<file path="src/rtl/btlv_pkg.sv">
`default_nettype none
package btlv_pkg;

  localparam logic [7:0] OID_MAX_INDEX = 8'd31;

  localparam logic [2:0] KIND_HEADER  = 3'd0;
  localparam logic [2:0] KIND_INTEGER = 3'd1;
  localparam logic [2:0] KIND_STRING  = 3'd2;
  localparam logic [2:0] KIND_ARC     = 3'd3;
  localparam logic [2:0] KIND_SKIPPED = 3'd4;
  localparam logic [2:0] KIND_ERROR   = 3'd5;

  localparam logic [2:0] ERR_SHORT_HEADER = 3'd0;
  localparam logic [2:0] ERR_WIDE_LENGTH  = 3'd1;
  localparam logic [2:0] ERR_OVERFLOW     = 3'd2;
  localparam logic [2:0] ERR_STRING_LONG  = 3'd3;
  localparam logic [2:0] ERR_ARCS         = 3'd4;

  localparam logic [7:0] TAG_INTEGER     = 8'h02;
  localparam logic [7:0] TAG_APP_INTEGER = 8'h41;
  localparam logic [7:0] TAG_STRING      = 8'h04;
  localparam logic [7:0] TAG_OID         = 8'h06;

  typedef struct packed {
    logic [7:0]  data_byte;
    logic        first;
    logic [31:0] bytes_left;
  } in_item_t;

  typedef struct packed {
    logic [2:0]  kind;
    logic [7:0]  tag;
    logic [31:0] value;
    logic [2:0]  code;
    logic        last;
  } out_item_t;

endpackage
`default_nettype wire

</file>
<file path="src/rtl/ber_tlv_element_decoder_unit.sv">
`default_nettype none
// BER TLV decoder: one encoded byte enters per cycle and its results (zero to three) are
// written into an 8-entry result queue in the same cycle, so they can leave from the next
// cycle on. The input takes a byte in every cycle while the queue has room for three
// results; while out_stall is low the output delivers one result per cycle, so an item
// with several results drains more slowly than it arrives; the queue absorbs the burst.
module ber_tlv_element_decoder_unit (
  input  wire                      clk,
  input  wire                      rst,
  input  wire                      in_valid,
  output logic                     in_stall,
  input  wire btlv_pkg::in_item_t  in_data,
  output logic                     out_valid,
  input  wire                      out_stall,
  output btlv_pkg::out_item_t      out_data
);

  localparam logic [2:0] PH_IDLE = 3'd0;
  localparam logic [2:0] PH_LEN  = 3'd1;
  localparam logic [2:0] PH_LENX = 3'd2;
  localparam logic [2:0] PH_INT  = 3'd3;
  localparam logic [2:0] PH_STR  = 3'd4;
  localparam logic [2:0] PH_SKIP = 3'd5;
  localparam logic [2:0] PH_OID  = 3'd6;

  logic [2:0]  phase, phase_next;
  logic [7:0]  tag_seen, tag_seen_next;
  logic [2:0]  length_bytes_left, length_bytes_left_next;
  logic [31:0] length_acc, length_acc_next;
  logic [31:0] content_left, content_left_next;
  logic [31:0] buffer_left, buffer_left_next;
  logic [31:0] value_acc, value_acc_next;
  logic [7:0]  arc_index, arc_index_next;
  logic        arc_open, arc_open_next;

  btlv_pkg::out_item_t fifo [8];
  logic [2:0] wr_ptr, rd_ptr;
  logic [3:0] count;

  btlv_pkg::out_item_t res [3];
  logic [1:0] res_n;
  logic       accept, pop;

  assign in_stall  = (count > 4'd5);
  assign accept    = in_valid && !in_stall;
  assign out_valid = (count != 4'd0);
  assign pop       = out_valid && !out_stall;
  assign out_data  = fifo[rd_ptr];

  always_comb begin
    logic        do_hdr;
    logic [31:0] hlen;
    logic [6:0]  cnt;
    logic        oid_end;
    logic [7:0]  b;
    b = in_data.data_byte;
    phase_next = phase;
    tag_seen_next = tag_seen;
    length_bytes_left_next = length_bytes_left;
    length_acc_next = length_acc;
    content_left_next = content_left;
    buffer_left_next = buffer_left;
    value_acc_next = value_acc;
    arc_index_next = arc_index;
    arc_open_next = arc_open;
    do_hdr = 1'b0;
    hlen = '0;
    cnt = b[6:0];
    oid_end = 1'b0;
    res_n = 2'd0;
    for (int i = 0; i < 3; i++) begin
      res[i] = '0;
    end

    if (accept) begin
      if (in_data.first) begin
        tag_seen_next = b;
        if (in_data.bytes_left < 32'd2) begin
          res[0] = '{btlv_pkg::KIND_ERROR, b, 32'd0, btlv_pkg::ERR_SHORT_HEADER, 1'b1};
          res_n = 2'd1;
          phase_next = PH_IDLE;
        end else begin
          buffer_left_next = in_data.bytes_left - 32'd1;
          phase_next = PH_LEN;
        end
      end else begin
        unique case (phase)
          PH_LEN: begin
            buffer_left_next = buffer_left - 32'd1;
            if (b[7]) begin
              if (cnt > 7'd4) begin
                res[0] = '{btlv_pkg::KIND_ERROR, tag_seen, 32'd0,
                           btlv_pkg::ERR_WIDE_LENGTH, 1'b1};
                res_n = 2'd1;
                phase_next = PH_IDLE;
              end else if ({25'd0, cnt} > buffer_left_next) begin
                res[0] = '{btlv_pkg::KIND_ERROR, tag_seen, 32'd0,
                           btlv_pkg::ERR_OVERFLOW, 1'b1};
                res_n = 2'd1;
                phase_next = PH_IDLE;
              end else if (cnt == 7'd0) begin
                do_hdr = 1'b1;
              end else begin
                length_bytes_left_next = cnt[2:0];
                length_acc_next = '0;
                phase_next = PH_LENX;
              end
            end else begin
              do_hdr = 1'b1;
              hlen = {24'd0, b};
            end
          end
          PH_LENX: begin
            buffer_left_next = buffer_left - 32'd1;
            length_acc_next = {length_acc[23:0], b};
            length_bytes_left_next = length_bytes_left - 3'd1;
            if (length_bytes_left_next == 3'd0) begin
              do_hdr = 1'b1;
              hlen = length_acc_next;
            end
          end
          PH_INT: begin
            value_acc_next = {value_acc[23:0], b};
            content_left_next = content_left - 32'd1;
            if (content_left_next == 32'd0) begin
              res[0] = '{btlv_pkg::KIND_INTEGER, tag_seen, value_acc_next, 3'd0, 1'b1};
              res_n = 2'd1;
              phase_next = PH_IDLE;
            end
          end
          PH_STR: begin
            content_left_next = content_left - 32'd1;
            res[0] = '{btlv_pkg::KIND_STRING, tag_seen, {24'd0, b}, 3'd0,
                       content_left_next == 32'd0};
            res_n = 2'd1;
            if (content_left_next == 32'd0) begin
              phase_next = PH_IDLE;
            end
          end
          PH_SKIP: begin
            content_left_next = content_left - 32'd1;
            if (content_left_next == 32'd0) begin
              res[0] = '{btlv_pkg::KIND_SKIPPED, tag_seen, 32'd0, 3'd0, 1'b1};
              res_n = 2'd1;
              phase_next = PH_IDLE;
            end
          end
          PH_OID: begin
            if (arc_index >= 8'd2 && !arc_open && arc_index > btlv_pkg::OID_MAX_INDEX) begin
              res[0] = '{btlv_pkg::KIND_ERROR, tag_seen, 32'd0, btlv_pkg::ERR_ARCS, 1'b1};
              res_n = 2'd1;
              phase_next = PH_IDLE;
            end else begin
              if (arc_index >= 8'd2) begin
                arc_open_next = 1'b1;
              end
              content_left_next = content_left - 32'd1;
              oid_end = (content_left_next == 32'd0);
              value_acc_next = {value_acc[24:0], b[6:0]};
              if (!b[7] || oid_end) begin
                if (arc_index == 8'd0) begin
                  // The first encoded arc carries the first two arcs, split by 40.
                  if (value_acc_next < 32'd40) begin
                    res[0] = '{btlv_pkg::KIND_ARC, tag_seen, 32'd0, 3'd0, 1'b0};
                    res[1] = '{btlv_pkg::KIND_ARC, tag_seen, value_acc_next, 3'd0, oid_end};
                  end else if (value_acc_next < 32'd80) begin
                    res[0] = '{btlv_pkg::KIND_ARC, tag_seen, 32'd1, 3'd0, 1'b0};
                    res[1] = '{btlv_pkg::KIND_ARC, tag_seen, value_acc_next - 32'd40,
                               3'd0, oid_end};
                  end else begin
                    res[0] = '{btlv_pkg::KIND_ARC, tag_seen, 32'd2, 3'd0, 1'b0};
                    res[1] = '{btlv_pkg::KIND_ARC, tag_seen, value_acc_next - 32'd80,
                               3'd0, oid_end};
                  end
                  res_n = 2'd2;
                  arc_index_next = 8'd2;
                end else begin
                  res[0] = '{btlv_pkg::KIND_ARC, tag_seen, value_acc_next, 3'd0, oid_end};
                  res_n = 2'd1;
                  arc_index_next = arc_index + 8'd1;
                end
                value_acc_next = '0;
                arc_open_next = 1'b0;
              end
              if (oid_end) begin
                phase_next = PH_IDLE;
              end
            end
          end
          default: begin
          end
        endcase

        if (do_hdr) begin
          if (hlen > buffer_left_next) begin
            res[0] = '{btlv_pkg::KIND_ERROR, tag_seen, 32'd0, btlv_pkg::ERR_OVERFLOW, 1'b1};
            res_n = 2'd1;
            phase_next = PH_IDLE;
          end else begin
            content_left_next = hlen;
            value_acc_next = '0;
            phase_next = PH_IDLE;
            res[0] = '{btlv_pkg::KIND_HEADER, tag_seen, hlen, 3'd0, 1'b0};
            res_n = 2'd1;
            if (tag_seen == btlv_pkg::TAG_INTEGER ||
                tag_seen == btlv_pkg::TAG_APP_INTEGER) begin
              if (hlen == 32'd0) begin
                res[1] = '{btlv_pkg::KIND_INTEGER, tag_seen, 32'd0, 3'd0, 1'b1};
                res_n = 2'd2;
              end else begin
                phase_next = PH_INT;
              end
            end else if (tag_seen == btlv_pkg::TAG_STRING) begin
              if (hlen > 32'd255) begin
                res[0] = '{btlv_pkg::KIND_ERROR, tag_seen, 32'd0,
                           btlv_pkg::ERR_STRING_LONG, 1'b1};
              end else if (hlen == 32'd0) begin
                res[0].last = 1'b1;
              end else begin
                phase_next = PH_STR;
              end
            end else if (tag_seen == btlv_pkg::TAG_OID) begin
              arc_index_next = '0;
              arc_open_next = 1'b0;
              if (hlen == 32'd0) begin
                res[1] = '{btlv_pkg::KIND_ARC, tag_seen, 32'd0, 3'd0, 1'b0};
                res[2] = '{btlv_pkg::KIND_ARC, tag_seen, 32'd0, 3'd0, 1'b1};
                res_n = 2'd3;
              end else begin
                phase_next = PH_OID;
              end
            end else begin
              if (hlen == 32'd0) begin
                res[1] = '{btlv_pkg::KIND_SKIPPED, tag_seen, 32'd0, 3'd0, 1'b1};
                res_n = 2'd2;
              end else begin
                phase_next = PH_SKIP;
              end
            end
          end
        end
      end
    end
  end

  always_ff @(posedge clk) begin
    if (rst) begin
      phase <= PH_IDLE;
      tag_seen <= '0;
      length_bytes_left <= '0;
      length_acc <= '0;
      content_left <= '0;
      buffer_left <= '0;
      value_acc <= '0;
      arc_index <= '0;
      arc_open <= 1'b0;
      wr_ptr <= '0;
      rd_ptr <= '0;
      count <= '0;
    end else begin
      phase <= phase_next;
      tag_seen <= tag_seen_next;
      length_bytes_left <= length_bytes_left_next;
      length_acc <= length_acc_next;
      content_left <= content_left_next;
      buffer_left <= buffer_left_next;
      value_acc <= value_acc_next;
      arc_index <= arc_index_next;
      arc_open <= arc_open_next;
      wr_ptr <= wr_ptr + {1'b0, res_n};
      rd_ptr <= rd_ptr + {2'b0, pop};
      count <= count + {2'b0, res_n} - {3'b0, pop};
    end
  end

  always_ff @(posedge clk) begin
    for (int i = 0; i < 3; i++) begin
      if (2'(i) < res_n) begin
        fifo[wr_ptr + 3'(i)] <= res[i];
      end
    end
  end

endmodule
`default_nettype wire

</file>
<file path="config.mk">
export PLATFORM = sky130hd
export DESIGN_NAME = ber_tlv_element_decoder_unit
export DESIGN_NICKNAME = d
export VERILOG_FILES = /design/src/rtl/btlv_pkg.sv /design/src/rtl/ber_tlv_element_decoder_unit.sv
export SDC_FILE = /design/constraint.sdc
export NUM_CORES = 2
export LEC_CHECK = 0
export BUFFER_PORTS_ARGS = -buffer_cell sky130_fd_sc_hd__buf_2
export CAP_MARGIN = 20
export CORE_MARGIN = 1.5
export CORE_UTILIZATION = 39
export DETAILED_ROUTE_END_ITERATION = 8
export GPL_TIMING_DRIVEN = 0
export HOLD_SLACK_MARGIN = 0.08
export SLEW_MARGIN = 20
export SYNTH_ARGS = -nofsm -noshare
export SYNTH_HDL_FRONTEND = slang
export SYNTH_SLANG_ARGS = --single-unit
export TNS_END_PERCENT = 30
</file>
<file path="constraint.sdc">
create_clock -name clk -period 9.74 [get_ports clk]
set_clock_uncertainty 0.2 [all_clocks]
set_input_delay 0.487 -clock clk [delete_from_list [all_inputs] [get_ports clk]]
set_output_delay 0.487 -clock clk [all_outputs]
set_load 0.01 [all_outputs]
</file>
==> impl_results.md <==
- Final Critical Period: 8.944 ns
- Hold Vio Cnt, Final: 0
- Syn Inst Count: 3753
- Number of clock sinks: 522
- Seq/Total Area, Yosys: 0.3629
- RR Startpoint: phase[0]
- RSZ-0062 raised after global routing: no
- Worst slew pin tran: approximately 1.3 ns
- # fillers: between 8k and 9k
- Worst-Skew Late Latency: 0.67 ns
- Max_cap viols: 0
- Clock slew at the register clock pins of the worst setup and hold paths: 0.06 ns
- Placed Area: 33110 um^2
- GRT Resource Usage Total: 0.3619
- Status: finished clean
- ANT nets after route: 0
- TritonCTS clock tree: built
- Num rows: roughly 100
- Final Max Tran Viols: 0
- Layout area overhead: 12.76%
- DR iter-0 viols: 5006
- Grt peak-use layer: met2
- Initial Util: 0.3945
- Synth cell count leaders: 434 x dfxtp_1, 431 x nor2_1, 366 x nand2_1
- WP data arrival: 9.06 ns
- Layout Utilization: 0.4449
- Routed Wire Length: 153200 um
- Initial antenna violation count: 2
- Htree depth: 2
- Total power: 6.458 mW
- # setup viols final: 0
- # diodes: 0
- Largest net degree at the start of global routing: 19
- Fraction of layout cells with a size suffix above 1: 0.1218
- YS warnings: 0
- Multiplexer share of the synthesized area: 0.09438
- Die area: 81760 um^2
- Final period utilization: 0.9183
- Largest family of logic cells by synthesized area: compound AO/OA/AOI/OAI gates
- Worst reg-to-reg setup slack: 0.80 ns
- Post-route insts no fill: 5014
- Number of detailed-route iterations in the first pass: 6
- Number of global-route vias before repair: just over 30k
- First-pass GRT wire length: 216900 um
- Synthesized area: 31220 um^2
- Share of the synthesized area in the top cell type: 0.2783
- Multi-input gate area in the final layout: 18410 um^2
- Vert. Die Dim: 285.9 um
- Post-synth EDFFs: between 80 and 90
- Yosys reg bits: about 520
- DR WL/cell: around 30 um
- CTS buffer count: roughly 60
- Clk buf depth: 3
- Req. time, crit path: a little under 10 ns
- DRC viols: 0
- Synth Area in XOR/XNOR: 0.02974
- Synth Area in Compound Gates: 0.2298
- Worst setup path category: flop to flop
- Syn Nets: 3864
- Most common cell in the synthesized netlist: dfxtp_1
- Leak pwr: 12.69 nW
- Met3 usage in global routing: 0.1054
- Vias: 33.14k
- FF-to-FF path depth: 23
- Io pins: 94
- TNS Setup: 0 ns
- Worst hold path depth: 5
- Core area: just under 80000 um^2
- Mapped Avg Cell Area: slightly above 8 um^2
- Async S/R FF share, synth: 0
- Area contributors post-synth: dfxtp_1 28%, edfxtp_1 8.5%, mux4_2 6.8%
- DP Cell Count: between 4k and 5k
- Primary FF master, synth: dfxtp_1
- Die width: roughly 290 um
- Hold EP: buffer_left[13]
- Number of vias per cell: 6.610
- Met1 usage: 0.4536
- Final #Nets: 4023
- CP Capture Type: flop
- PwrDens: 183.4 nW/um^2
- # port buffers: 91
- Gpl congestion: 1.055
- Slew margin rel.: 0.1157
- CTS Root Cell: clkbuf_16
- Reg area: approximately 11000 um^2
- CP startpoint kind: flop
- Fmax: 111.8 MHz
- R2r endpoint: fifo[6][41]
- GR Util met2: 0.5439
- Area leader, netlist: dfxtp_1
- Area share of and/or/nand/nor cells after synthesis: 0.2060
- Grt ovf: 0
- Worst Hold Launch: in_data[13]
- Final instance area: 35200 um^2
- Yosys cell types: 89
- Hold WC Path Type: input port to flop
- Max VDD drop: 159.7 uV
- Synth Area in Adders: 0.02693
- Post-DP HPWL: 112400 um
- Crit-path max FO: 11
-- worst max path at each step --
stage / start / end / slack (ns) / cells after the start
floorplan: buffer_left[2] / fifo[6][0] / 4.16 / 23
global placement: phase[0] / fifo[6][42] / 1.02 / 23
detailed placement: phase[0] / fifo[6][42] / 1.16 / 23
CTS: phase[0] / fifo[6][41] / 1.11 / 23
global route: phase[0] / fifo[6][41] / 0.70 / 23
finish: phase[0] / fifo[6][41] / 0.80 / 23
-- report_power, final --
part	internal (mW)	switching, mW
Combinational	0.624	1.06
Sequential	2.28	0.0808
Clock	1.38	1.04
Total	4.28	2.17
-- logic make-up after synthesis --
family | after synthesis
buf+inv | 395
simple gates | 1373
flops | 522
fa+ha+maj | 66
compound gates | 1120
mux | 171
xor+xnor | 106
-- flip-flops by register name, indices dropped and copies added, names as in the netlist --
name,flops
wr_ptr,3
content_left,32
rd_ptr,3
arc_index,8
tag_seen,8
arc_open,1
length_acc,24
count,4
value_acc,25
buffer_left,32
length_bytes_left,3
phase,3
fifo,376
-- cells in the final DEF, fill, tap and decap left out, types with 13 or more instances in the layout --
| cell | synthesis | layout |
|---|---|---|
| a221o_1 | 22 | 22 |
| a211oi_1 | 62 | 60 |
| clkbuf_16 | 0 | 61 |
| inv_1 | 77 | 77 |
| nand3_1 | 116 | 116 |
| o22a_1 | 13 | 13 |
| o211ai_1 | 18 | 18 |
| nor2_1 | 431 | 430 |
| o31ai_1 | 17 | 16 |
| mux2i_1 | 30 | 30 |
| nand2b_1 | 19 | 19 |
| a22oi_1 | 69 | 69 |
| mux2_2 | 47 | 47 |
| or4_1 | 24 | 24 |
| o21ai_0 | 209 | 209 |
| a221oi_1 | 50 | 50 |
| and2_1 | 23 | 23 |
| mux4_2 | 94 | 94 |
| nor4_1 | 47 | 46 |
| nor3_1 | 169 | 165 |
| a21oi_1 | 349 | 346 |
| nand2_1 | 366 | 366 |
| ha_1 | 64 | 64 |
| nand4_1 | 32 | 32 |
| a2bb2oi_1 | 25 | 25 |
| a31oi_1 | 18 | 18 |
| o22ai_1 | 98 | 97 |
| buf_1 | 18 | 14 |
| nor2b_1 | 17 | 17 |
| xor2_1 | 40 | 40 |
| a21o_1 | 45 | 45 |
| dfxtp_1 | 434 | 434 |
| or2_2 | 18 | 18 |
| edfxtp_1 | 88 | 88 |
| and3_1 | 17 | 17 |
| a31o_2 | 13 | 13 |
| clkbuf_1 | 234 | 247 |
| buf_2 | 60 | 154 |
| or3_1 | 38 | 38 |
| xnor2_1 | 66 | 66 |
-- layer usage --
metal,vias up,share of wire
li1,14200,-
met1,15860,0.38
met2,2489,0.42
met3,582,0.13
met4,4,0.077
met5,-,0.00031
-- layout make-up --
class / count / share of cell area
clock buffers: 86 / 0.04830
multi-input cells: 2836 / 0.5228
inverters: 80 / 0.008530
flip-flops and latches: 522 / 0.3219
plain buffers: 315 / 0.03632
clock inverters: 29 / 0.01045
repair buffers: 96 / 0.01439
well taps: 1050 / 0.03732
-- through the flow --
step                      hold slack [ns]  setup slack, ns
after floorplan                    0.2103            4.161
after global placement             0.2208            1.020
after detailed placement           0.2313            1.165
after CTS                         0.08507            1.114
after global routing               0.1180           0.7008
final                              0.1058           0.7957
-- critical path, cell delays in order (launching register included) --
cell and delay (ns):
dfxtp_1 0.35, clkbuf_1 0.41, xnor2_1 0.18, nor2_1 0.55
nand4_1 0.40, or3_1 0.41, clkbuf_1 0.18, nor2_1 0.15
xnor2_1 0.18, ha_1 0.31, nand2_1 0.08, a2bb2oi_1 0.16
o211ai_1 0.11, a221oi_1 0.49, a21oi_1 0.23, clkbuf_1 0.31
a21oi_1 0.27, clkbuf_1 0.40, a22oi_2 0.26, a211oi_4 0.76
nor2_1 0.27, nor2_1 0.95, buf_2 0.54, inv_1 0.40
-- what timing repair did --
| item | 4_1_cts | 5_1_grt |
|---|---|---|
| endpoints found under the hold margin | 1 | 0 |
| gates resized for setup | 0 | 0 |
| hold buffers | 1 | 0 |
| setup buffers | 0 | 0 |
Note: power is estimated with default switching activity, not from simulation.
